## src/rtl/rcktm_pkg.sv

```systemverilog
package rcktm_pkg;

    localparam int DEFAULT_MAX_PIXELS = 65536;
    localparam int DEFAULT_MAX_SIDE   = 256;

    localparam int QUEUE_DEPTH        = 2;
    localparam int RESULT_DEPTH       = 2;

    localparam int TEXEL_W            = 8;
    localparam int ADDR_W             = 16;
    localparam int DIM_W              = 9;
    localparam int SCALE_W            = 5;
    localparam int RES_W              = TEXEL_W + 2;
    localparam int APB_DATA_W         = 32;
    localparam int APB_ADDR_W         = 5;

    // register indexes (byte address 4*i)
    localparam logic [2:0] REG_FRAME_WIDTH   = 3'd0;
    localparam logic [2:0] REG_FRAME_HEIGHT  = 3'd1;
    localparam logic [2:0] REG_SCALE_DIVISOR = 3'd2;
    localparam logic [2:0] REG_ROTATION_MODE = 3'd3;
    localparam logic [2:0] REG_KEY_COLOR     = 3'd4;

    localparam logic [DIM_W-1:0]   RST_FRAME_WIDTH   = 9'd64;
    localparam logic [DIM_W-1:0]   RST_FRAME_HEIGHT  = 9'd64;
    localparam logic [SCALE_W-1:0] RST_SCALE_DIVISOR = 5'd1;
    localparam logic [TEXEL_W-1:0] RST_KEY_COLOR     = 8'd255;

    typedef enum logic [1:0] {
        CMD_LOAD_LOWER = 2'd0,
        CMD_LOAD_UPPER = 2'd1,
        CMD_EMIT       = 2'd2
    } t_cmd;

    typedef enum logic [1:0] {
        ROT_NONE          = 2'd0,
        ROT_QUARTER       = 2'd1,
        ROT_HALF          = 2'd2,
        ROT_THREE_QUARTER = 2'd3
    } t_rot;

    typedef struct packed {
        t_cmd kind;
        logic scaled;
        logic last;
    } t_item_ctrl;

endpackage

```

## src/rtl/rcktm_front.sv

```systemverilog
module rcktm_front #(
    parameter int MAX_PIXELS = rcktm_pkg::DEFAULT_MAX_PIXELS,
    parameter int MAX_SIDE   = rcktm_pkg::DEFAULT_MAX_SIDE,
    localparam int AW  = $clog2(MAX_PIXELS),
    localparam int CW  = $clog2(MAX_SIDE),
    localparam int SW  = $clog2(MAX_SIDE + 1),
    localparam int NW  = $clog2(MAX_SIDE * MAX_SIDE),
    localparam int QW  = $bits(rcktm_pkg::t_item_ctrl) + AW + rcktm_pkg::TEXEL_W + 2 * NW + 1
) (
    input  logic                           i_clk,
    input  logic                           i_rst_n,
    input  logic                           i_push,
    input  logic [1:0]                     i_command,
    input  logic [rcktm_pkg::ADDR_W-1:0]   i_texel_address,
    input  logic [rcktm_pkg::TEXEL_W-1:0]  i_texel_value,
    output logic                           o_full,
    input  logic [SW-1:0]                  i_width,
    input  logic [SW-1:0]                  i_height,
    input  rcktm_pkg::t_rot                i_rotation,
    output logic                           o_q_push,
    output logic [QW-1:0]                  o_q_data,
    input  logic                           i_q_full
);

    localparam int PW  = SW + CW + 3;
    localparam int LPW = SW + CW + 1;

    logic                          r_f_valid, n_f_valid;
    rcktm_pkg::t_item_ctrl         r_f_ctrl;
    logic [AW-1:0]                 r_f_addr;
    logic [rcktm_pkg::TEXEL_W-1:0] r_f_value;
    logic signed [CW:0]            r_f_umul;
    logic [CW-1:0]                 r_f_uadd;
    logic [CW-1:0]                 r_f_x, r_f_y;
    logic [CW-1:0]                 r_col, n_col;
    logic [CW-1:0]                 r_row, n_row;

    logic                          accept, keep, is_emit;
    rcktm_pkg::t_item_ctrl         ctrl;
    logic [CW-1:0]                 x0, y0;
    logic signed [31:0]            umul_t;
    logic [31:0]                   uadd_t;
    logic signed [PW-1:0]          up_full;
    logic [LPW-1:0]                lo_full;

    assign o_full = r_f_valid && i_q_full;
    assign accept = i_push && !o_full;

    // raster position, wrapping first if the frame shrank
    assign x0 = (32'(r_col) >= 32'(i_width))  ? '0 : r_col;
    assign y0 = (32'(r_row) >= 32'(i_height)) ? '0 : r_row;

    always_comb begin
        keep    = 1'b0;
        is_emit = 1'b0;
        case (rcktm_pkg::t_cmd'(i_command))
            rcktm_pkg::CMD_LOAD_LOWER,
            rcktm_pkg::CMD_LOAD_UPPER: begin
                keep = (32'(i_texel_address) < 32'(MAX_PIXELS));
            end
            rcktm_pkg::CMD_EMIT: begin
                keep    = 1'b1;
                is_emit = 1'b1;
            end
            default: begin
                keep = 1'b0;
            end
        endcase
    end

    always_comb begin
        ctrl.kind   = rcktm_pkg::t_cmd'(i_command);
        ctrl.scaled = (i_rotation != rcktm_pkg::ROT_THREE_QUARTER);
        ctrl.last   = (32'(x0) + 32'd1 == 32'(i_width)) && (32'(y0) + 32'd1 == 32'(i_height));
        case (i_rotation)
            rcktm_pkg::ROT_NONE: begin
                umul_t = $signed(32'(y0));
                uadd_t = 32'(x0);
            end
            rcktm_pkg::ROT_QUARTER: begin
                umul_t = $signed(32'(x0));
                uadd_t = 32'(i_height) - 32'd1 - 32'(y0);
            end
            rcktm_pkg::ROT_HALF: begin
                umul_t = $signed(32'(i_height)) - 32'sd1 - $signed(32'(y0));
                uadd_t = 32'(i_width) - 32'd1 - 32'(x0);
            end
            default: begin
                // may go negative when the frame is wider than it is high
                umul_t = $signed(32'(i_height)) - 32'sd1 - $signed(32'(x0));
                uadd_t = 32'(y0);
            end
        endcase
    end

    always_comb begin
        n_col = r_col;
        n_row = r_row;
        if (accept && is_emit) begin
            if (32'(x0) + 32'd1 >= 32'(i_width)) begin
                n_col = '0;
                n_row = (32'(y0) + 32'd1 >= 32'(i_height)) ? '0 : y0 + 1'b1;
            end else begin
                n_col = x0 + 1'b1;
                n_row = y0;
            end
        end
    end

    assign n_f_valid = (accept && keep) || (r_f_valid && i_q_full);

    always_ff @(posedge i_clk) begin
        if (!i_rst_n) begin
            r_f_valid <= 1'b0;
            r_col     <= '0;
            r_row     <= '0;
        end else begin
            r_f_valid <= n_f_valid;
            r_col     <= n_col;
            r_row     <= n_row;
        end
    end

    always_ff @(posedge i_clk) begin
        if (accept) begin
            r_f_ctrl  <= ctrl;
            r_f_addr  <= AW'(i_texel_address);
            r_f_value <= i_texel_value;
            r_f_umul  <= umul_t[CW:0];
            r_f_uadd  <= uadd_t[CW-1:0];
            r_f_x     <= x0;
            r_f_y     <= y0;
        end
    end

    // linear source numerators
    assign up_full = $signed({1'b0, i_width}) * r_f_umul + $signed({1'b0, r_f_uadd});
    assign lo_full = LPW'(i_width) * LPW'(r_f_y) + LPW'(r_f_x);

    assign o_q_push = r_f_valid;
    assign o_q_data = {r_f_ctrl, r_f_addr, r_f_value, up_full[NW:0], lo_full[NW-1:0]};

endmodule

```

## config.mk

```make
export PLATFORM = sky130hd
export DESIGN_NAME = rcktm_front
export DESIGN_NICKNAME = d
export VERILOG_FILES = /design/src/rtl/rcktm_pkg.sv /design/src/rtl/rcktm_front.sv
export SDC_FILE = /design/constraint.sdc
export NUM_CORES = 1
export LEC_CHECK = 0
export BUFFER_PORTS_ARGS = -buffer_cell sky130_fd_sc_hd__buf_2
export CAP_MARGIN = 20
export CORE_MARGIN = 1
export CORE_UTILIZATION = 35
export DETAILED_ROUTE_END_ITERATION = 10
export GPL_ROUTABILITY_DRIVEN = 1
export PLACE_DENSITY_LB_ADDON = 0.05
export SLEW_MARGIN = 20
export SYNTH_ARGS = -nofsm -noshare
export SYNTH_HDL_FRONTEND = slang
export SYNTH_SLANG_ARGS = --single-unit
```

## constraint.sdc

```tcl
create_clock -name i_clk -period 8.2 [get_ports i_clk]
set_input_delay 1.64 -clock i_clk [delete_from_list [all_inputs] [get_ports i_clk]]
set_output_delay 1.64 -clock i_clk [all_outputs]
set_load 0.02 [all_outputs]
```

Word level (Yosys, flattened, before mapping)
Cells that the tools add are included.
{ "word_totals": {"ff_bits": 78, "latch_bits": 0, "mem_bits_rw": 0, "rom_bits": 0, "input_bits": 50, "output_inout_bits": 63, "wordCells": 57, "memories": 0} }
{ "classes": {"add_sub_neg": 13, "mul": 2, "n_div": 0, "magnitude_cmp": 4, "eq_ne": 7, "shift": 0, "mux": 9, "bitwise_logic": 0, "reduce_logical": 10} }
{ "ops": {"columns": ["op", "count"], "rows": [
  ["8-bit 2-to-1 mux", 5],
  ["9-bit case mux with 3 select lines", 1],
  ["8-bit case mux with 3 select lines", 1],
  ["8-bit by 1-bit adder with 9-bit output, second input constant", 2],
  ["9-bit equality test", 2],
  ["8-bit by 9-bit >= comparator with 1-bit output", 2],
  ["9-bit >= comparator", 2],
  ["9-bit subtractor", 2],
  ["17-bit by 9-bit adder with 17-bit output", 1],
  ["10-bit by 9-bit multiplier with 17-bit output", 1],
  ["16-bit by 8-bit adder with 16-bit output", 1],
  ["8-bit by 1-bit adder with 8-bit output, second input constant", 2],
  ["9-bit by 8-bit multiplier with 16-bit output", 1],
  ["8-bit by 1-bit subtractor with 8-bit output, second input constant", 2],
  ["8-bit subtractor", 2],
  ["9-bit by 1-bit subtractor with 9-bit output, second input constant", 1],
  ["1-bit logical AND", 5],
  ["2-bit by 1-bit equality test with 1-bit output, second input constant", 2],
  ["2-bit equality test, second input constant", 2],
  ["2-bit zero test", 2],
  ["3-bit OR reduction", 1],
  ["1-bit 2-to-1 mux", 2],
  ["2-bit != test, second input constant", 1],
  ["1-bit zero test", 1],
  ["1-bit logical OR", 1]
]} }

Depth between registers and ports, before layout
Gate-level depths: netlist of run 1.
{ "logic_depth": {"depth_word": 6, "ltp_mapped": 21} }

Least setup slack after synthesis of run 1
Ideal clock, no wire load.
{ "synth_timing": {"kind": "input to output", "start": "input i_width[6]", "end": "output o_q_data[31]", "arrival_ns": 6.552, "required_time_ns": 6.560, "slack_ns": 0.008, "path_stages": 21, "path_buffers": 2, "cell_sequence": "clkbuf_1 > clkbuf_1 > nand2_1 > fa_1 > inv_1 > fa_1 > inv_1 > fa_1 > inv_1 > fa_1 > inv_1 > fa_1 > inv_1 > ha_1 > o21a_1 > o21ai_0 > o21a_1 > o21ai_0 > a31o_2 > a21oi_1 > xnor2_1"} }
{ "synth_between": {"elab_chain_cells": 2} }
{ "synth_lines": {"columns": ["item", "line_no", "rtl"], "rows": [
  ["start, declared", "rcktm_front.sv:17", "input logic [SW-1:0] i_width,"],
  ["10-bit by 9-bit multiplier with 17-bit output", "rcktm_front.sv:137", "assign up_full = $signed({1'b0, i_width}) * r_f_umul + $signed({1'b0, r_f_uadd});"],
  ["17-bit by 9-bit adder with 17-bit output", "rcktm_front.sv:137", null],
  ["end, declared", "rcktm_front.sv:21", "output logic [QW-1:0] o_q_data,"]
]} }
No other way between the ends.

Final worst setup path of run 1
{ "layout_timing": {"start": "input i_width[5]", "end": "output o_q_data[31]"} }
Same word-level chain as after synthesis.

==> impl_metrics.yaml, run 1 <==
status:
  outcome: "finished, final reports clean"
die:
  die_h_microns: 175
  dieArea_sq_mm: 0.0307
  die_w_microns: 175
  rows: 63
  core_sq_mm: 0.0296
  ios: 113
  initial_core_util: 0.355
grt:
  grt_max_degree: 63
  grt_use_total: 0.187
  top_usage_layer: "met2"
  grt_pass1_wl_mm: 45.1
  grt_overflow_total: 0
  use_met3: 0.0181
  grt_pass1_vias: 8312
  met2_usage: 0.309
  met1_usage: 0.265
  antenna_found_initial: 0
timing:
  fmax_ghz: 0.125
  setup_violations: 0
  slew_violations: 0
  min_period_over_period: 0.978
  worst_pin_slew_ns: 0.870
  hold_viol_final: 0
  timing.final.ws_setup_ns: 0.182
  slew_headroom: 0.420
  whs_ns: 0.509
  period_minus_slack_ns: 8.02
  fin_skew_ns: 0.00714
yosys:
  synth.ff_latch_count: 78
  yosysTopAreaCell: "fa_1"
  syn_area_sq_mm: 0.0105
  synthArstFlopShare: 0
  syn-num-nets: 1437
  avgSynthCellArea_sq_um: 9.24
  syn_inst: 1136
  synth_cell_type_count: 60
  yosys-top-cells-area: "fa_1 (20%), edfxtp_1 (17%), ha_1 (17%)"
  synth_top_area_frac: 0.202
  synth_seq_area_share: 0.207
  synth_top_flop_cell: "edfxtp_1"
  synth_edf_count: 61
  ys_warn_count: 0
drt:
  wl_per_cell_microns: 16.3
  wirelength_mm: 26.8
  ant_nets: 0
  drt_pass1_iterations: 4
  vias: 7920
  via_per_inst: 4.83
  drc: 0
  drt_iter0_drc: 304
setup_path:
  cp-end-kind: "output pin"
  worstSetupPathType: "in -> out"
  r2r_slack_ns: 3.14
  crit_required_ns: 6.56
  worst-endpoint-arrival_ns: 6.38
  critPathLaunchType: "input pin"
  path_max_fanout: 3
clock_tree:
  cts_root_buffer: "clkbuf_16"
  h-tree-depth: 3
  clk_latency_ns: 0.35
  post_cts_buffers: 0
  clock_sinks: 78
  cts_max_path_buffers: 2
  numCtsBuffers: 9
  path_clk_slew_ns: 0.07
  cts_tree: "built"
layout:
  areaGrowthSynthToFinish_pct: 13.1
  drive_gt1_frac: 0.144
  fill_cells: 3077
  layout.area.seq_sq_mm: 0.00217
  num_antenna_cells: 0
  final_nets: 1545
  multi_input_area_sq_mm: 0.00747
  final_cell_area_sq_mm: 0.0119
power_and_ir_drop:
  vdd_ir_drop_max_v: 0.000243
  power_density_mw_per_mm2: 234
  p_leak_uw: 0.00580
  p_total_uw: 2780
place:
  hpwlAfterDp_mm: 22.1
  gp_congestion: 0.834
  place_area_sq_mm: 0.0116
  io_buffers: 112
  place_ws_ns: -0.00309
worst_hold_path:
  hold_class: "reg -> reg"
job:
  cap_violations: 0
-- registers in the layout, summed over array words and instances, names as in the netlist --
signal,flops
r_f_addr,16
r_f_umul,9
r_col,8
r_f_uadd,8
r_f_value,8
r_f_x,8
r_f_y,8
r_row,8
o_q_data,4
o_q_push,1
-- critical path, stage by stage --
cell and delay, ns:
buf_2 0.12, nand2_1 0.08, fa_1 0.57, inv_1 0.06, fa_1 0.51, inv_1 0.05, fa_1 0.47, inv_1 0.05
fa_1 0.53, inv_1 0.05, fa_1 0.50, inv_1 0.04, ha_1 0.22, or3_4 0.35, a21oi_2 0.15, o21a_1 0.16
o21ai_0 0.13, a31o_2 0.26, a21oi_2 0.14, xnor2_1 0.13, buf_4 0.16
-- area by class of cell --
type / instances / share of cell area
tap: 390 / 0.0411
inverter: 196 / 0.0620
multi-input combinational: 828 / 0.630
timing repair buffer: 131 / 0.0597
clock inverter: 7 / 0.00538
clock buffer: 9 / 0.0190
sequential: 78 / 0.183
-- cell families (layout without fill, tap and decap cells) --
| logic type | after synthesis | after routing | synth area share |
|---|---|---|---|
| flip-flops | 78 | 78 | 0.207 |
| adder cells (fa/ha/maj) | 251 | 251 | 0.375 |
| AO/OA/AOI/OAI | 161 | 161 | 0.104 |
| multiplexers | 13 | 13 | 0.0197 |
| XOR/XNOR | 60 | 60 | 0.0501 |
| buffers and inverters | 230 | 343 | 0.0829 |
| AND/OR/NAND/NOR | 343 | 343 | 0.161 |
-- power by group --
group,internal (uW),switching (uW),leakage [uW],total (uW)
logic,783,1130,0.00492,1910
registers,451,20.7,0.000740,472
clock network,212,183,0.000136,395
-- per-stage QoR --
step / TNS, ns / util / instances
2_1_floorplan: 0 / - / 1136
3_3_place_gp: 0 / 0.391 / 1623
3_5_place_dp: -0.00309 / 0.391 / 1623
4_1_cts: 0 / 0.401 / 1639
5_1_grt: -0.0109 / 0.401 / 1639
6_report: 0 / 0.401 / 1639
-- layout by cell type (no fill, tap or decap), types with 42 or more instances in the layout --
cell / n
inv_1: 196
ha_1: 145
nand2_1: 129
buf_2: 110
fa_1: 106
and2_1: 72
edfxtp_1: 61
a21oi_1: 50
nor2_1: 50
xnor2_1: 42
-- cells in the mapped netlist (all sizes together), types with 3 or more instances --
cell type  count
inv          196
ha           145
nand2        131
fa           106
and2          74
edfxtp        61
a21oi         52
nor2          52
xnor2         42
clkbuf        31
o21ai         30
nand3         27
xor2          18
dfxtp         17
a21o          14
o21a          14
nor3          10
nand2b         9
o2bb2ai        8
nor2b          7
or2            7
a21boi         6
mux2i          6
mux4           6
nand4          6
a2111oi        5
nor4           5
a211oi         4
o31ai          4
or3            4
a211o          3
and4           3
buf            3
o2111ai        3
o21bai         3
o22ai          3
o31a           3
-- path summary, 6_finish.rpt --
check                        start                    end  depth (start not counted)
max                     i_width[5]           o_q_data[31]                         21
max reg2reg  r_col[0]$_SDFFE_PN0P_  r_row[6]$_SDFFE_PN0P_                         20
min            o_q_push$_SDFF_PN0_    o_q_push$_SDFF_PN0_                          2
min reg2reg    o_q_push$_SDFF_PN0_    o_q_push$_SDFF_PN0_                          2
-- layer usage --
metal	wire, microns	vias up
met1	13400	3844
li1	-	3957
met3	627	18
met2	12500	101
met5	0	-
met4	275	0
-- repair_timing --
item | CTS | global route
resized for setup | 1 | 7
endpoints found under the setup margin | 1 | 2
hold buffers | 0 | 0
endpoints found under the hold margin | 0 | 0
Note: power is estimated with default switching activity, not from simulation.
==> run 2, diff against run 1 <==
--- a/config.mk
+++ b/config.mk
@@ -5,6 +5,7 @@
 export SDC_FILE = /design/constraint.sdc
 export NUM_CORES = 1
 export LEC_CHECK = 0
+export ABC_AREA = 1
 export BUFFER_PORTS_ARGS = -buffer_cell sky130_fd_sc_hd__buf_2
 export CAP_MARGIN = 20
 export CORE_MARGIN = 1
==> impl_metrics.yaml, run 2 <==
timing:
  period_minus_slack_ns: 7.95
  slew_violations: 0
  rsz0062_at_grt: "no"
  slew_headroom: 0.403
  min_period_over_period: 0.969
  fmax_ghz: 0.126
  worst_pin_slew_ns: 0.892
  fin_skew_ns: 0.0152
  setup_violations: 0
  fin_setup_tns_ns: 0
  hold_viol_final: 0
yosys:
  synth_top_flop_cell: "edfxtp_1"
  synth.ff_latch_count: 78
  syn_inst: 1356
  synth_seq_area_share: 0.201
  synth_edf_count: 61
  syn_area_sq_mm: 0.0108
  avgSynthCellArea_sq_um: 7.95
  netlist_top_cells_count: "nand2_1 (327), inv_1 (302), ha_1 (145)"
  syn-num-nets: 1657
  ys_warn_count: 0
  synth_cell_type_count: 48
  synthArstFlopShare: 0
  yosysTopAreaCell: "fa_1"
  synth_top_area_frac: 0.197
  synth.most_common_cell: "nand2_1"
  yosys-top-cells-area: "fa_1 (20%), edfxtp_1 (17%), ha_1 (17%)"
layout:
  areaGrowthSynthToFinish_pct: 12.1
  fill_cells: 3177
  largest_reg_flops: 16
  drive_gt1_frac: 0.123
  multi_input_area_sq_mm: 0.00728
  final_cell_area_sq_mm: 0.0121
  final_common_cell: "nand2_1"
  num_antenna_cells: 0
  largest-register: "r_f_addr"
  layout_common_cells: "nand2_1 (327), inv_1 (301), ha_1 (145), buf_2 (112), fa_1 (106)"
  reg_top3: "r_f_addr x16, r_f_umul x9"
  final_nets: 1751
  final_cell_count_no_fill: 1845
  layout.area.seq_sq_mm: 0.00217
power_and_ir_drop:
  combPwrFrac: 0.696
  clkPwrFrac: 0.147
  power_density_mw_per_mm2: 254
  intPower_uw: 1520
  switching_share: 0.505
  p_leak_uw: 0.00657
  p_seq_frac: 0.157
  vdd_ir_drop_max_v: 0.000295
  p_switching_uw: 1550
  p_total_uw: 3070
die:
  core_sq_mm: 0.0300
  initial_core_util: 0.360
  dieArea_sq_mm: 0.0315
  die_w_microns: 178
  ios: 113
  rows: 63
  die_h_microns: 178
worst_hold_path:
  whs_path_depth: 2
  whs_endpoint: "r_row[0]$_SDFFE_PN0P_"
  hold_class: "reg -> reg"
  min_from: "r_row[0]$_SDFFE_PN0P_"
clock_tree:
  clk_latency_ns: 0.35
  cts_hold_buf: 0
  numCtsBuffers: 9
  cts_tree: "built"
  post_cts_buffers: 0
  path_clk_slew_ns: 0.08
  cts_root_buffer: "clkbuf_16"
  cts_max_path_buffers: 2
  post_cts_resized: 0
  h-tree-depth: 3
  clock_sinks: 78
setup_path:
  critPathLaunchType: "input pin"
  r2r_start: "r_col[3]$_SDFFE_PN0P_"
  ff2ff_path_depth: 22
  r2r-end: "r_row[6]$_SDFFE_PN0P_"
  worst-endpoint-arrival_ns: 6.31
  crit_required_ns: 6.56
  r2r_slack_ns: 3.59
  path_max_fanout: 5
  worstSetupPathType: "in -> out"
  cp-end-kind: "output pin"
grt:
  grt_pass1_vias: 9125
  grt_max_degree: 38
  grt_pass1_wl_mm: 47.9
  antenna_found_initial: 0
  grt_overflow_total: 0
  grt_use_total: 0.196
drt:
  wirelength_mm: 29.1
  ant_nets: 0
  drt_iter0_drc: 387
  drc: 0
  vias: 8732
  via_per_inst: 4.73
  drt_pass1_iterations: 5
  wl_per_cell_microns: 15.8
status:
  outcome: "finished, final reports clean"
place:
  io_buffers: 112
  placed_cells: 1829
  gp_congestion: 0.880
  place_area_sq_mm: 0.0118
  hpwlAfterDp_mm: 24.2
job:
  cap_violations: 0
-- run 2: cell types whose count changed after synthesis, sizes merged, moves of 13 or more --
cell	previous run	this run
nand3	27	45
a21oi	52	83
o21ai	30	43
xnor2	42	14
nand2	131	334
xor2	18	32
and2	74	4
inv	196	312
-- run 2: area by class of cell --
cell class                      count  share of cell area
Multi-Input combinational cell    926               0.602
Sequential cell                    78               0.180
Inverter                          312              0.0973
Timing Repair Buffer              123              0.0532
Tap cell                          390              0.0404
Clock buffer                        9              0.0186
Clock inverter                      7             0.00849
-- run 2: routing by layer --
layer	vias to the layer above	global-route usage	wire, microns
met2	139	0.338	13700
li1	4441	-	-
met3	33	0.0176	730
met1	4119	0.262	14100
met4	0	0.0499	550
met5	-	0	0
-- run 2: how the worst max path moves through the flow --
stage / start / to / slack, ns / cells past startpoint
2_1_floorplan: i_width[1] / o_q_data[31] / 0.25 / 20
3_3_place_gp: i_width[0] / o_q_data[31] / 0.23 / 20
3_5_place_dp: i_width[0] / o_q_data[31] / 0.19 / 20
4_1_cts: i_width[0] / o_q_data[31] / 0.18 / 20
5_1_grt: i_width[0] / o_q_data[31] / 0.02 / 20
6_report: i_width[0] / o_q_data[31] / 0.25 / 20
-- run 2: worst max-delay path, stage by stage --
cell and delay [ns]:
buf_2 0.14, or2_2 0.32, fa_1 0.52, fa_1 0.55
inv_1 0.06, fa_1 0.50, fa_1 0.54, inv_1 0.05
fa_1 0.50, inv_1 0.04, ha_1 0.37, a21oi_2 0.16
o21ai_0 0.10, nand2_1 0.07, nand3_1 0.11, a21oi_1 0.15
nor2_1 0.05, nor2_1 0.10, xor2_1 0.15, buf_2 0.17
-- run 2: power by group through the flow --
stage / Sequential (uW) / Combinational (uW) / Clock [uW]
final: 482 / 2140 / 452
after global routing: 486 / 2450 / 477
after CTS: 482 / 2180 / 464
after detailed placement: 491 / 2170 / 0
after global placement: 491 / 2170 / 0
after floorplan: 480 / 1590 / 0
-- run 2: cell families (layout without fill, tap and decap cells) --
kind of cell             count (synthesis)  count (layout)  share of synthesized area
flip-flops                              78              78                      0.201
buffers and inverters                  352             451                      0.123
AO/OA/AOI/OAI                          159             159                     0.0859
XOR/XNOR                                46              46                     0.0374
AND/OR/NAND/NOR                        470             470                      0.187
adder cells (fa/ha/maj)                251             251                      0.365
-- run 2: per-stage QoR --
stage | setup slack (ns) | utilization | hold slack (ns)
after floorplan | 0.249 | - | 0.459
after global placement | 0.232 | 0.393 | 0.469
after detailed placement | 0.193 | 0.393 | 0.478
after CTS | 0.183 | 0.404 | 0.491
after global routing | 0.0212 | 0.404 | 0.521
final | 0.253 | 0.404 | 0.490
