--- config.mk ---
export PLATFORM = sky130hd
export DESIGN_NAME = rcktm_fifo
export DESIGN_NICKNAME = d
export VERILOG_FILES = /design/src/rtl/rcktm_pkg.sv /design/src/rtl/rcktm_fifo.sv
export SDC_FILE = /design/constraint.sdc
export NUM_CORES = 1
export LEC_CHECK = 0
export CAP_MARGIN = 15
export CORE_MARGIN = 4
export CORE_UTILIZATION = 60
export CTS_BUF_LIST = sky130_fd_sc_hd__clkbuf_4 sky130_fd_sc_hd__clkbuf_8
export DETAILED_ROUTE_END_ITERATION = 16
export DONT_BUFFER_PORTS = 1
export PLACE_DENSITY = 0.76
export SYNTH_ARGS = -nofsm -noshare
export SYNTH_HDL_FRONTEND = slang
export SYNTH_SLANG_ARGS = --single-unit
--- constraint.sdc ---
create_clock -name i_clk -period 3.3 [get_ports i_clk]
set_input_delay 0.825 -clock i_clk [delete_from_list [all_inputs] [get_ports i_clk]]
set_output_delay 0.825 -clock i_clk [all_outputs]
set_load 0.03 [all_outputs]
--- src/rtl/rcktm_pkg.sv ---
package rcktm_pkg;

    localparam int DEFAULT_MAX_PIXELS = 65536;
    localparam int DEFAULT_MAX_SIDE   = 256;

    localparam int QUEUE_DEPTH        = 2;
    localparam int RESULT_DEPTH       = 2;

    localparam int TEXEL_W            = 8;
    localparam int ADDR_W             = 16;
    localparam int DIM_W              = 9;
    localparam int SCALE_W            = 5;
    localparam int RES_W              = TEXEL_W + 2;
    localparam int APB_DATA_W         = 32;
    localparam int APB_ADDR_W         = 5;

    // register indexes (byte address 4*i)
    localparam logic [2:0] REG_FRAME_WIDTH   = 3'd0;
    localparam logic [2:0] REG_FRAME_HEIGHT  = 3'd1;
    localparam logic [2:0] REG_SCALE_DIVISOR = 3'd2;
    localparam logic [2:0] REG_ROTATION_MODE = 3'd3;
    localparam logic [2:0] REG_KEY_COLOR     = 3'd4;

    localparam logic [DIM_W-1:0]   RST_FRAME_WIDTH   = 9'd64;
    localparam logic [DIM_W-1:0]   RST_FRAME_HEIGHT  = 9'd64;
    localparam logic [SCALE_W-1:0] RST_SCALE_DIVISOR = 5'd1;
    localparam logic [TEXEL_W-1:0] RST_KEY_COLOR     = 8'd255;

    typedef enum logic [1:0] {
        CMD_LOAD_LOWER = 2'd0,
        CMD_LOAD_UPPER = 2'd1,
        CMD_EMIT       = 2'd2
    } t_cmd;

    typedef enum logic [1:0] {
        ROT_NONE          = 2'd0,
        ROT_QUARTER       = 2'd1,
        ROT_HALF          = 2'd2,
        ROT_THREE_QUARTER = 2'd3
    } t_rot;

    typedef struct packed {
        t_cmd kind;
        logic scaled;
        logic last;
    } t_item_ctrl;

endpackage

--- src/rtl/rcktm_fifo.sv ---
module rcktm_fifo #(
    parameter int WIDTH = rcktm_pkg::RES_W,
    parameter int DEPTH = rcktm_pkg::QUEUE_DEPTH,
    localparam int PTRW = (DEPTH > 1) ? $clog2(DEPTH) : 1,
    localparam int CNTW = $clog2(DEPTH + 1)
) (
    input  logic             i_clk,
    input  logic             i_rst_n,
    input  logic             i_push,
    input  logic [WIDTH-1:0] i_data,
    output logic             o_full,
    input  logic             i_pop,
    output logic [WIDTH-1:0] o_data,
    output logic             o_empty
);

    logic [WIDTH-1:0] r_mem [DEPTH];
    logic [PTRW-1:0]  r_wr_ptr, n_wr_ptr;
    logic [PTRW-1:0]  r_rd_ptr, n_rd_ptr;
    logic [CNTW-1:0]  r_count, n_count;
    logic             do_push, do_pop;

    assign o_full  = (r_count == CNTW'(DEPTH));
    assign o_empty = (r_count == '0);
    assign o_data  = r_mem[r_rd_ptr];
    assign do_push = i_push && !o_full;
    assign do_pop  = i_pop && !o_empty;

    always_comb begin
        n_wr_ptr = r_wr_ptr;
        n_rd_ptr = r_rd_ptr;
        n_count  = r_count;
        if (do_push) begin
            n_wr_ptr = (r_wr_ptr == PTRW'(DEPTH - 1)) ? '0 : r_wr_ptr + 1'b1;
        end
        if (do_pop) begin
            n_rd_ptr = (r_rd_ptr == PTRW'(DEPTH - 1)) ? '0 : r_rd_ptr + 1'b1;
        end
        if (do_push && !do_pop) begin
            n_count = r_count + 1'b1;
        end else if (do_pop && !do_push) begin
            n_count = r_count - 1'b1;
        end
    end

    always_ff @(posedge i_clk) begin
        if (!i_rst_n) begin
            r_wr_ptr <= '0;
            r_rd_ptr <= '0;
            r_count  <= '0;
        end else begin
            r_wr_ptr <= n_wr_ptr;
            r_rd_ptr <= n_rd_ptr;
            r_count  <= n_count;
        end
    end

    always_ff @(posedge i_clk) begin
        if (do_push) begin
            r_mem[r_wr_ptr] <= i_data;
        end
    end

endmodule

======== Word level (Yosys, flattened, before mapping) ========
Memory sizes are Yosys's and may differ from the RTL's. A register that Yosys moved wholly into a read port is not among the register bits.
Index checks and enable logic that the tools add are counted.
word-level totals
  bits in read-only memories .............. 0
  bits in writable memories ............... 20
  output and inout bits ................... 12
  input bits .............................. 14
  memories kept ........................... 1
  bits in latches ......................... 0
  register bits ........................... 4
operators by class
  reduce and logical (&&, ||, !) cells .... 10
  $mul .................................... 0
  shift-type cells ........................ 0
  bitwise logic cells ..................... 0
  div/mod/pow operators ................... 0
  multiplexer cells ....................... 8
  add/sub/neg operators ................... 4
  magnitude comparators ................... 0
  equal/unequal tests ..................... 1
memory list
  name   depth  bits a word  rd ports  clocked after Yosys merged registers in  wr ports  line              source
  r_mem  2      10           1         1                                        1         rcktm_fifo.sv:17  logic [WIDTH-1:0] r_mem [DEPTH];
operators by type and width
  cell                                               number
  two-way mux 1 bit                                  6
  logical AND 1 bit                                  4
  logical NOT 1 bit                                  4
  two-way mux 2 bit                                  2
  adder 1 bit (second input constant)                2
  adder 2 x 1 -> 2 bit (second input constant)       1
  == test 2 bit (second input constant)              1
  logical NOT 2 bit                                  1
  nonzero test 2 bit                                 1
  subtractor 2 x 1 -> 2 bit (second input constant)  1

======== Longest topological paths before layout ========
Gate-level depths: netlist of the first run.
  word-level depth ........................ 7
  depth in mapped cells ................... 7

======== Worst setup path before layout of the first run ========
No wires, ideal clock.
  path type ............................... in2reg
  start point ............................. input port i_push
  end point ............................... register r_count[1]
  arrival time ............................ 1.741 ns
  buffers on the path ..................... 0
  stages .................................. 5
  library setup time ...................... 0.070 ns
  slack ................................... 1.490 ns
  path through ............................ inv_1 -> nor2_1 -> ha_1 -> or3_1 -> a21oi_1
on the way
  cells in the longest elaborated chain, start to end .. 4
ends and longest elaborated chain
  what                          line              source
  start: declaration            rcktm_fifo.sv:9   input logic i_push,
  logical AND 1 bit *           rcktm_fifo.sv:26  assign do_push = i_push && !o_full;
  net do_push                   rcktm_fifo.sv:21  logic do_push, do_pop;
  logical NOT 1 bit             rcktm_fifo.sv:41  end else if (do_pop && !do_push) begin
  logical AND 1 bit             rcktm_fifo.sv:41
  nonzero test 2 bit (no line)  n/a
  end signal: assignment        rcktm_fifo.sv:54  r_count <= n_count;
  end: declaration              rcktm_fifo.sv:20  logic [CNTW-1:0] r_count, n_count;
Mark *: on every way through the listed nets, which the timed path passes. The rest lies on a longest branch.
A chain may end at the register's enable or synchronous reset.

==> metrics.json, run 1 <==
{
  "post_drt_wl_per_cell": {"value": 17.2, "unit": "um"},
  "placement_rows": {"value": 14},
  "syn_area_per_cell": {"value": 16.6, "unit": "um2"},
  "first_iter_violations": {"value": 8},
  "clk_latency": {"value": 0.30, "unit": "ns"},
  "cts_tree": {"value": "built"},
  "maxCapViolations": {"value": 0},
  "combinational_family_with_the_most_area_after_synthesis": {"value": "multiplexers"},
  "fmax": {"value": 0.454, "unit": "GHz"},
  "power_density": {"value": 852, "unit": "mW/mm2"},
  "met2WireLength": {"value": 685, "unit": "um"},
  "p_leak": {"value": 0.353, "unit": "nW"},
  "critical_path_arrival": {"value": 1.38, "unit": "ns"},
  "buffer_ports.inserted": {"value": 0},
  "synth.yosys.warnings": {"value": 0},
  "cts.htree.levels": {"value": 1},
  "synthAdderAreaFrac": {"value": 1.32, "unit": "%"},
  "die_height": {"value": 47.7, "unit": "um"},
  "io_pins": {"value": 26},
  "synth-async-reset-ratio": {"value": 0, "unit": "%"},
  "post_detailed_placement_half_perimeter_wirelength": {"value": 959, "unit": "um"},
  "setup-violations-final": {"value": 0},
  "netlist_area": {"value": 946, "unit": "um2"},
  "initial_utilization": {"value": 62.8, "unit": "%"},
  "vias": {"value": 449},
  "synth_cell_type_count": {"value": 16},
  "cts_root_buf": {"value": "sky130_fd_sc_hd__clkbuf_4"},
  "timing.setup.tns": {"value": 0, "unit": "ns"},
  "pin_slew_with_the_least_headroom_to_its_limit": {"value": 0.809, "unit": "ns"},
  "hold_buf_count_cts": {"value": 0},
  "fraction_of_the_mapped_netlist_area_in_simple_logic_gates": {"value": 5.03, "unit": "%"},
  "timing.critical_path.required": {"value": 2.47, "unit": "ns"},
  "yosysTopAreaCell": {"value": "sky130_fd_sc_hd__edfxtp_1"},
  "syn_to_final_growth": {"value": 4.76, "unit": "%"},
  "grt_overflow_total": {"value": 0},
  "post_synth_mux_area_share": {"value": 11.9, "unit": "%"},
  "max-clock-path-buffers": {"value": 2},
  "drt_drc_violations_left": {"value": 0},
  "post_synth_inst_count": {"value": 57},
  "synth_top_cell_area_share": {"value": 63.5, "unit": "%"},
  "worst_hold_slack": {"value": 0.537, "unit": "ns"},
  "timing.critical_path.to_type": {"value": "output port"},
  "design.final.nets": {"value": 76},
  "clock_skew": {"value": 0.00123, "unit": "ns"},
  "met1_length": {"value": 465, "unit": "um"},
  "ys.flop_type": {"value": "sky130_fd_sc_hd__edfxtp_1"},
  "cts_setup_buffers": {"value": 0},
  "critical_path.cell_chain": {"value": "mux2_2"},
  "fin_crit": {"value": 2.20, "unit": "ns"},
  "post_cts_resize_count": {"value": 0},
  "headroom_to_the_max_slew_limit": {"value": 45.8, "unit": "%"},
  "seq_area_frac_synth": {"value": 74.1, "unit": "%"},
  "die_width": {"value": 47.7, "unit": "um"},
  "syn_nets": {"value": 72},
  "period_share": {"value": 66.7, "unit": "%"},
  "number_of_antenna_violations_at_the_first_check_in_global_routing": {"value": 0},
  "rsz_0062_raised_after_global_routing": {"value": "no"},
  "min_path_type": {"value": "reg -> reg"},
  "dr.pass1.iters": {"value": 4},
  "globalplace.congestion": {"value": 0.578},
  "dieArea": {"value": 0.00228, "unit": "mm2"},
  "met3_wirelength": {"value": 157, "unit": "um"},
  "start_kind": {"value": "flop"},
  "synth_compound_gate_area_share": {"value": 3.17, "unit": "%"},
  "report.final.slew_viol_count": {"value": 0},
  "core_area": {"value": 0.00151, "unit": "mm2"},
  "worst_ir_drop_vdd": {"value": 614, "unit": "uV"},
  "grt_start_max_net_pins": {"value": 14},
  "netlist_top_cells_area": {"value": "sky130_fd_sc_hd__edfxtp_1 63%, sky130_fd_sc_hd__mux2_2 12%, sky130_fd_sc_hd__dfxtp_1 11%, sky130_fd_sc_hd__xor2_1 2.8%, sky130_fd_sc_hd__nor2_1 2.0%"},
  "synth-seq-cells": {"value": 25},
  "yosys.cell_count.top_type": {"value": "sky130_fd_sc_hd__edfxtp_1"},
  "layout-drive-gt1-share": {"value": 25.0, "unit": "%"},
  "clkSinkCount": {"value": 25},
  "finalHoldViolations": {"value": 0},
  "synth_xor_xnor_area_share": {"value": 2.78, "unit": "%"},
  "crit_type": {"value": "reg -> out"},
  "critical-path-max-stage-delay": {"value": 0.60, "unit": "ns"},
  "timing.critical_path.buf_inv": {"value": 0},
  "crit_slowest_cell": {"value": "sky130_fd_sc_hd__dfxtp_1"},
  "cts.reportedPaths.clkPinSlew": {"value": 0.12, "unit": "ns"},
  "status": {"value": "finished, final reports clean"},
  "synth_edf_count": {"value": 20},
  "grt_pass1_vias": {"value": 454},
  "synth_common_cells": {"value": "20 x sky130_fd_sc_hd__edfxtp_1, 10 x sky130_fd_sc_hd__mux2_2, 5 x sky130_fd_sc_hd__dfxtp_1, 5 x sky130_fd_sc_hd__nor2_1"},
  "worst_path_dominant_cell_family": {"value": "flip-flops"},
  "overall_routing_resource_usage": {"value": 12.7, "unit": "%"},
  "routed_via_density": {"value": 5.91},
  "crit_fanout": {"value": 10},
  "ant_nets": {"value": 0},
  "insertedDiodeCount": {"value": 0},
  "highest_layer": {"value": "met3"},
  "postRouteWirelength": {"value": 1310, "unit": "um"},
  "cts_buffers": {"value": 3},
  "grt_pass1_wl": {"value": 1950, "unit": "um"}
}
state kept, by name, summed over array words and instances (netlist names), named ones only:
signal / flops
r_count: 2
r_rd_ptr: 1
r_mem: 20
r_wr_ptr: 1
path summary, 6_finish.rpt:
path,start,end,slack (ns),cells past startpoint
hold reg to reg,r_count[1],r_count[1],0.54,2
setup reg to reg,r_count[0],r_count[1],1.45,6
hold / removal,r_count[1],r_count[1],0.54,2
setup / recovery,flop,o_data[3],1.10,1
stage by stage:
| step | total power, mW | utilization [%] | setup WS, ns | area [um2] | instances |
|---|---|---|---|---|---|
| 2_1_floorplan | 0.686 | - | 1.49 | 946 | 57 |
| 3_3_place_gp | 0.710 | 63.8 | 1.39 | 961 | 72 |
| 3_5_place_dp | 0.720 | 63.8 | 1.36 | 961 | 72 |
| 4_1_cts | 0.857 | 65.8 | 1.06 | 991 | 76 |
| 5_1_grt | 0.897 | 65.8 | 1.02 | 991 | 76 |
| 6_report | 0.845 | 65.8 | 1.10 | 991 | 76 |
area by class of cell:
| type | count | area (um2) |
|---|---|---|
| Sequential cell | 25 | 701 |
| Multi-Input combinational cell | 28 | 229 |
| Clock buffer | 4 | 30.0 |
| Fill cell | 113 | 515 |
| Inverter | 3 | 11.3 |
| Tap cell | 16 | 20.0 |
cell families after synthesis:
| family | after synthesis |
|---|---|
| AOI/OAI and AO/OA | 5 |
| xor gates and xnor gates | 3 |
| adders and majority gates | 1 |
| buffers and inverters | 4 |
| DFF | 25 |
| muxes | 10 |
| and+or+nand+nor | 9 |
layer usage:
metal,up-vias,GRT usage (%)
li1,212,-
met1,220,12.8
met2,17,21.4
met3,0,6.39
met4,0,6.45
met5,-,0
worst register-to-register path, cell delays in order, from the launching register on:
cell and delay, ns:
sky130_fd_sc_hd__dfxtp_1 0.37, sky130_fd_sc_hd__nand2b_1 0.18, sky130_fd_sc_hd__inv_1 0.28, sky130_fd_sc_hd__nor2_1 0.10
sky130_fd_sc_hd__ha_1 0.35, sky130_fd_sc_hd__or3_1 0.38, sky130_fd_sc_hd__a21oi_1 0.14
where the power goes:
part	switching, mW	internal (mW)	leakage [nW]
registers	0.0377	0.401	0.228
clock network	0.0804	0.0553	0.0184
logic	0.188	0.0822	0.106
cells in the final DEF, fill, tap and decap left out:
cell type                   n
sky130_fd_sc_hd__edfxtp_1  20
sky130_fd_sc_hd__mux2_2    10
sky130_fd_sc_hd__nor2_1     5
sky130_fd_sc_hd__dfxtp_1    5
sky130_fd_sc_hd__clkbuf_4   4
sky130_fd_sc_hd__inv_1      3
sky130_fd_sc_hd__xor2_1     3
sky130_fd_sc_hd__o21ai_0    2
sky130_fd_sc_hd__nand2b_1   1
sky130_fd_sc_hd__and3_1     1
sky130_fd_sc_hd__nor3_2     1
sky130_fd_sc_hd__a21boi_0   1
sky130_fd_sc_hd__o21a_1     1
sky130_fd_sc_hd__or3_1      1
sky130_fd_sc_hd__a21oi_1    1
sky130_fd_sc_hd__ha_1       1
Power figures use the tool's default switching activity.
==> inputs of run 2 (changes only) <==
Clock period 3.3 ns to 2.1 ns, I/O delays scaled along.
==> metrics.json, run 2 (same netlist as run 1, synthesis figures left out) <==
{
  "status": {"value": "finished, final reports clean"},
  "fin_crit": {"value": 1.90, "unit": "ns"},
  "report.final.slew_viol_count": {"value": 0},
  "ant_nets": {"value": 0},
  "clk_latency": {"value": 0.30, "unit": "ns"},
  "syn_to_final_growth": {"value": 5.56, "unit": "%"},
  "fmax": {"value": 0.527, "unit": "GHz"},
  "vias": {"value": 452},
  "maxCapViolations": {"value": 0},
  "r2r_cells": {"value": 6},
  "critical_path_arrival": {"value": 1.37, "unit": "ns"},
  "clkPwrFrac": {"value": 15.9, "unit": "%"},
  "cts.htree.levels": {"value": 1},
  "max-clock-path-buffers": {"value": 2},
  "buffer_ports.inserted": {"value": 0},
  "design.final.nets": {"value": 77},
  "drt_drc_violations_left": {"value": 0},
  "mostFrequentLayoutCells": {"value": "20 x sky130_fd_sc_hd__edfxtp_1, 10 x sky130_fd_sc_hd__mux2_2, 5 x sky130_fd_sc_hd__nor2_1, 5 x sky130_fd_sc_hd__dfxtp_1, 4 x sky130_fd_sc_hd__clkbuf_4"},
  "grt_start_max_net_pins": {"value": 14},
  "nFillCells": {"value": 105},
  "final_common_cell": {"value": "sky130_fd_sc_hd__edfxtp_1"},
  "crit_slowest_cell": {"value": "sky130_fd_sc_hd__dfxtp_1"},
  "largest-register": {"value": "r_mem"},
  "critical_path.cell_chain": {"value": "mux2_2"},
  "hold_buf_count_cts": {"value": 0},
  "number_of_antenna_violations_at_the_first_check_in_global_routing": {"value": 0},
  "worst_r2r_setup_slack": {"value": 0.26, "unit": "ns"},
  "timing.critical_path.to_type": {"value": "output port"},
  "cts_root_buf": {"value": "sky130_fd_sc_hd__clkbuf_4"},
  "routed_via_density": {"value": 5.87},
  "grt_overflow_total": {"value": 0},
  "timing.setup.tns": {"value": 0, "unit": "ns"},
  "timing.critical_path.buf_inv": {"value": 0},
  "worst_path_dominant_cell_family": {"value": "flip-flops"},
  "internal_power": {"value": 852, "unit": "uW"},
  "cts.reportedPaths.clkPinSlew": {"value": 0.12, "unit": "ns"},
  "post_detailed_placement_half_perimeter_wirelength": {"value": 966, "unit": "um"},
  "clock_skew": {"value": 0.00404, "unit": "ns"},
  "dpl.cell_count": {"value": 73},
  "p_sw": {"value": 485, "unit": "uW"},
  "worst_ir_drop_vdd": {"value": 792, "unit": "uV"},
  "layout-drive-gt1-share": {"value": 26.2, "unit": "%"},
  "placement_rows": {"value": 14},
  "critical-path-max-stage-delay": {"value": 0.59, "unit": "ns"},
  "postRouteWirelength": {"value": 1370, "unit": "um"},
  "power_density": {"value": 1340, "unit": "mW/mm2"},
  "rr_endpoint": {"value": "r_count[1]"},
  "grt_pass1_wl": {"value": 1890, "unit": "um"},
  "cts_setup_buffers": {"value": 0},
  "dieArea": {"value": 0.00228, "unit": "mm2"},
  "largest_register_ff_count": {"value": 20},
  "first_iter_violations": {"value": 2},
  "crit_fanout": {"value": 10},
  "cts_tree": {"value": "built"},
  "setup-violations-final": {"value": 0},
  "pwr-share-comb": {"value": 32.5, "unit": "%"},
  "seqPwrFrac": {"value": 51.7, "unit": "%"},
  "instances_no_fill": {"value": 77},
  "core_area": {"value": 0.00151, "unit": "mm2"},
  "worst_r2r_startpoint": {"value": "r_count[0]"},
  "start_kind": {"value": "flop"},
  "post_drt_wl_per_cell": {"value": 17.7, "unit": "um"},
  "insertedDiodeCount": {"value": 0},
  "p_leak": {"value": 0.358, "unit": "nW"},
  "rsz_0062_raised_after_global_routing": {"value": "no"},
  "dr.pass1.iters": {"value": 2},
  "crit_type": {"value": "reg -> out"},
  "grt_pass1_vias": {"value": 441},
  "min_path_type": {"value": "in -> reg"},
  "crit_end": {"value": "o_data[6]"},
  "clkSinkCount": {"value": 25},
  "cts_buffers": {"value": 3},
  "pin_slew_with_the_least_headroom_to_its_limit": {"value": 0.543, "unit": "ns"},
  "overall_routing_resource_usage": {"value": 12.7, "unit": "%"},
  "worstSetupPathDepth": {"value": 1},
  "globalplace.congestion": {"value": 0.600},
  "io_pins": {"value": 26},
  "switching_share": {"value": 36.3, "unit": "%"},
  "die_width": {"value": 47.7, "unit": "um"},
  "period_share": {"value": 90.4, "unit": "%"},
  "timing.critical_path.required": {"value": 1.57, "unit": "ns"},
  "die_height": {"value": 47.7, "unit": "um"},
  "largest_registers": {"value": "r_mem: 20 flops, r_count: 2 flops"},
  "initial_utilization": {"value": 62.8, "unit": "%"},
  "finalHoldViolations": {"value": 0},
  "post_cts_resize_count": {"value": 0},
  "headroom_to_the_max_slew_limit": {"value": 63.7, "unit": "%"}
}
## run 2: cell types whose count changed in the layout (fill, tap and decap cells not counted), sizes merged
| cell | change |
|---|---|
| buf | +1 |
## run 2: power by group through the flow
stage | clock (mW) | sequential, mW | combinational (mW)
2_1_floorplan | 0 | 0.669 | 0.409
3_3_place_gp | 0 | 0.698 | 0.423
3_5_place_dp | 0 | 0.704 | 0.438
4_1_cts | 0.218 | 0.693 | 0.439
5_1_grt | 0.237 | 0.705 | 0.462
6_report | 0.212 | 0.691 | 0.434
## run 2: layer usage
layer / track usage, % / share of wire (%) / up-vias
li1: - / - / 215
met3: 5.64 / 11 / 0
met4: 6.45 / 0 / 0
met2: 22.4 / 52 / 18
met1: 12.3 / 37 / 219
met5: 0 / 0 / -
## run 2: worst min-delay path by stage
stage               from           to  cells after the start
3_3_place_gp    r_rd_ptr     r_rd_ptr                      2
3_5_place_dp    r_rd_ptr         flop                      2
6_report       i_data[3]  r_mem[1][3]                      0
5_1_grt        i_data[7]  r_mem[0][7]                      0
4_1_cts        i_data[9]  r_mem[0][9]                      0
2_1_floorplan   r_rd_ptr         flop                      2
## run 2: final cells by class
type | count | area [um2] | share of cell area (%)
Clock buffer | 4 | 30.0 | 3.01
Inverter | 3 | 11.3 | 1.13
Multi-Input combinational cell | 28 | 229 | 22.9
Sequential cell | 25 | 701 | 70.2
Tap cell | 16 | 20.0 | 2.01
Timing Repair Buffer | 1 | 7.51 | 0.752
## run 2: per-stage QoR
stage | utilization (%) | instance area (um2) | setup slack, ns | hold slack (ns) | total power, mW
2_1_floorplan | - | 946 | 0.414 | 0.472 | 1.08
3_3_place_gp | 64.3 | 968 | 0.375 | 0.483 | 1.12
3_5_place_dp | 64.3 | 968 | 0.288 | 0.497 | 1.14
4_1_cts | 66.3 | 998 | 0.155 | 0.301 | 1.35
5_1_grt | 66.3 | 998 | 0.103 | 0.283 | 1.40
6_report | 66.3 | 998 | 0.202 | 0.307 | 1.34
==> inputs of run 3 (changes only) <==
Settings changed: ABC_AREA from default to 1, CAP_MARGIN 15 to default.
==> metrics.json, run 3 <==
{
  "worst_ir_drop_vdd": {"value": 720, "unit": "uV"},
  "dr.pass1.iters": {"value": 4},
  "postRouteWirelength": {"value": 1450, "unit": "um"},
  "pwr-share-comb": {"value": 33.1, "unit": "%"},
  "number_of_antenna_violations_at_the_first_check_in_global_routing": {"value": 0},
  "timing.critical_path.to_type": {"value": "output port"},
  "p_leak": {"value": 0.382, "unit": "nW"},
  "fin_crit": {"value": 1.92, "unit": "ns"},
  "placement_rows": {"value": 14},
  "finalWorstSetupSlack": {"value": 0.182, "unit": "ns"},
  "grt_util_met3": {"value": 5.90, "unit": "%"},
  "critical_path.cell_chain": {"value": "mux2_2"},
  "largest_registers": {"value": "r_mem: 20 flops, r_count: 2 flops"},
  "crit_type": {"value": "reg -> out"},
  "first_iter_violations": {"value": 3},
  "timing.setup.tns": {"value": 0, "unit": "ns"},
  "setup-violations-final": {"value": 0},
  "fmax": {"value": 0.521, "unit": "GHz"},
  "die_width": {"value": 48.3, "unit": "um"},
  "layout-drive-gt1-share": {"value": 29.7, "unit": "%"},
  "post_detailed_placement_half_perimeter_wirelength": {"value": 1060, "unit": "um"},
  "report.final.slew_viol_count": {"value": 0},
  "syn_nets": {"value": 84},
  "grt_pass1_vias": {"value": 446},
  "syn_to_final_growth": {"value": 5.91, "unit": "%"},
  "largest-register": {"value": "r_mem"},
  "grt_overflow_total": {"value": 0},
  "synth_edf_count": {"value": 20},
  "buffer_ports.inserted": {"value": 0},
  "crit_fanout": {"value": 10},
  "dpl_worst_slack": {"value": 0.511, "unit": "ns"},
  "clkSinkCount": {"value": 25},
  "die_height": {"value": 48.3, "unit": "um"},
  "start_kind": {"value": "flop"},
  "synth-seq-cells": {"value": 25},
  "dieArea": {"value": 0.00233, "unit": "mm2"},
  "largest_register_ff_count": {"value": 20},
  "nFillCells": {"value": 116},
  "grt_most_used_layer": {"value": "met2"},
  "netlist_top_cells_area": {"value": "sky130_fd_sc_hd__edfxtp_1 62%, sky130_fd_sc_hd__mux2_2 12%, sky130_fd_sc_hd__dfxtp_1 10%, sky130_fd_sc_hd__nor2_1 3.5%, sky130_fd_sc_hd__inv_1 2.3%"},
  "rsz_0062_raised_after_global_routing": {"value": "no"},
  "cts_setup_buffers": {"value": 0},
  "overall_routing_resource_usage": {"value": 13.5, "unit": "%"},
  "clkPwrFrac": {"value": 14.9, "unit": "%"},
  "synth_cell_type_count": {"value": 16},
  "post_drt_wl_per_cell": {"value": 16.1, "unit": "um"},
  "finalHoldViolations": {"value": 0},
  "seq_area_frac_synth": {"value": 72.0, "unit": "%"},
  "ys.flop_type": {"value": "sky130_fd_sc_hd__edfxtp_1"},
  "synth_top_cell_area_share": {"value": 61.7, "unit": "%"},
  "insertedDiodeCount": {"value": 0},
  "initial_utilization": {"value": 63.9, "unit": "%"},
  "grtUsageMet2": {"value": 20.1, "unit": "%"},
  "timing.critical_path.buf_inv": {"value": 0},
  "core_area": {"value": 0.00152, "unit": "mm2"},
  "cts_root_buf": {"value": "sky130_fd_sc_hd__clkbuf_4"},
  "ant_nets": {"value": 0},
  "synth.yosys.warnings": {"value": 0},
  "post_cts_resize_count": {"value": 0},
  "io_pins": {"value": 26},
  "internal_power": {"value": 830, "unit": "uW"},
  "pin_slew_with_the_least_headroom_to_its_limit": {"value": 0.538, "unit": "ns"},
  "critical_path_arrival": {"value": 1.39, "unit": "ns"},
  "yosysTopAreaCell": {"value": "sky130_fd_sc_hd__edfxtp_1"},
  "clk_latency": {"value": 0.30, "unit": "ns"},
  "min_path_type": {"value": "in -> reg"},
  "seqPwrFrac": {"value": 52.1, "unit": "%"},
  "synth-async-reset-ratio": {"value": 0, "unit": "%"},
  "hold_buf_count_cts": {"value": 0},
  "crit_slowest_cell": {"value": "sky130_fd_sc_hd__dfxtp_1"},
  "design.final.nets": {"value": 90},
  "drt_drc_violations_left": {"value": 0},
  "period_share": {"value": 91.3, "unit": "%"},
  "cts_buffers": {"value": 3},
  "maxCapViolations": {"value": 0},
  "cts_tree": {"value": "built"},
  "timing.critical_path.required": {"value": 1.57, "unit": "ns"},
  "grt_pass1_wl": {"value": 1950, "unit": "um"},
  "post_synth_inst_count": {"value": 69},
  "final_common_cell": {"value": "sky130_fd_sc_hd__edfxtp_1"},
  "switching_share": {"value": 38.0, "unit": "%"},
  "cts.htree.levels": {"value": 1},
  "routed_via_density": {"value": 5.64},
  "grt_start_max_net_pins": {"value": 15},
  "syn_area_per_cell": {"value": 14.1, "unit": "um2"},
  "power_density": {"value": 1300, "unit": "mW/mm2"},
  "synth_common_cells": {"value": "20 x sky130_fd_sc_hd__edfxtp_1, 10 x sky130_fd_sc_hd__mux2_2, 9 x sky130_fd_sc_hd__nor2_1, 6 x sky130_fd_sc_hd__inv_1, 6 x sky130_fd_sc_hd__nand2_1"},
  "globalplace.congestion": {"value": 0.553},
  "yosys.cell_count.top_type": {"value": "sky130_fd_sc_hd__edfxtp_1"},
  "critical-path-max-stage-delay": {"value": 0.60, "unit": "ns"},
  "max-clock-path-buffers": {"value": 2},
  "vias": {"value": 508},
  "headroom_to_the_max_slew_limit": {"value": 64.0, "unit": "%"},
  "p_sw": {"value": 510, "unit": "uW"},
  "netlist_area": {"value": 973, "unit": "um2"},
  "groute.layer.met1.usage": {"value": 15.5, "unit": "%"},
  "clock_skew": {"value": 0.00763, "unit": "ns"},
  "worst_path_dominant_cell_family": {"value": "flip-flops"},
  "status": {"value": "finished, final reports clean"},
  "cts.reportedPaths.clkPinSlew": {"value": 0.13, "unit": "ns"},
  "mostFrequentLayoutCells": {"value": "20 x sky130_fd_sc_hd__edfxtp_1, 10 x sky130_fd_sc_hd__mux2_2, 9 x sky130_fd_sc_hd__nor2_1, 6 x sky130_fd_sc_hd__inv_1, 6 x sky130_fd_sc_hd__nand2_1"}
}
[run 3: cell type report]
type | instances | area [um2] | area share, %
clock buffers | 3 | 22.5 | 2.18
clock inverters | 1 | 5.00 | 0.485
inverters | 9 | 33.8 | 3.28
multi-input cells | 34 | 234 | 22.7
flip-flops and latches | 25 | 701 | 68.0
well taps | 16 | 20.0 | 1.94
repair buffers | 2 | 15.0 | 1.46
[run 3: per-layer routing]
| metal | routed length (um) | share of wire (%) |
|---|---|---|
| met5 | 0 | 0 |
| met4 | 20 | 1.4 |
| met1 | 560 | 39 |
| met3 | 134 | 9.2 |
| met2 | 735 | 51 |
[run 3: power by group through the flow]
| stage | registers, mW | logic [mW] | clock network, mW |
|---|---|---|---|
| final | 0.698 | 0.443 | 0.199 |
| after global routing | 0.706 | 0.476 | 0.230 |
| after CTS | 0.696 | 0.449 | 0.208 |
| after detailed placement | 0.708 | 0.447 | 0 |
| after global placement | 0.701 | 0.430 | 0 |
| after floorplan | 0.677 | 0.405 | 0 |
[run 3: logic make-up (layout without fill, tap and decap cells)]
kind of cell	after synthesis	count (layout)	synth area share (%)
AND/OR/NAND/NOR	19	19	8.74
adder cells (fa/ha/maj)	1	1	1.29
AO/OA/AOI/OAI	4	4	2.44
buffers and inverters	10	15	3.98
multiplexers	10	10	11.6
flip-flops	25	25	72.0
[run 3: metrics by stage]
step	hold WS [ns]	power (mW)	util, %	std cells	area [um2]
2_1_floorplan	0.467	1.08	-	69	973
3_3_place_gp	0.480	1.13	65.8	86	1000
3_5_place_dp	0.498	1.15	65.8	86	1000
4_1_cts	0.295	1.35	67.7	90	1030
5_1_grt	0.275	1.41	67.7	90	1030
6_report	0.304	1.34	67.7	90	1030
[run 3: final timing paths]
check / depth (start not counted) / to / slack [ns] / startpoint
max: 1 / o_data[0] / 0.18 / flop
min: 0 / r_mem[0][4] / 0.30 / i_data[4]
max reg2reg: 9 / r_count[1] / 0.48 / r_count[0]
min reg2reg: 2 / r_wr_ptr / 0.52 / r_wr_ptr
[run 3: worst register-to-register path, delay by kind of cell (launching register included)]
kind                       cells  cell delay (ns)
adders and majority gates      1             0.22
and+or+nand+nor                5             0.71
DFF                            1             0.41
buffers and inverters          3             0.22
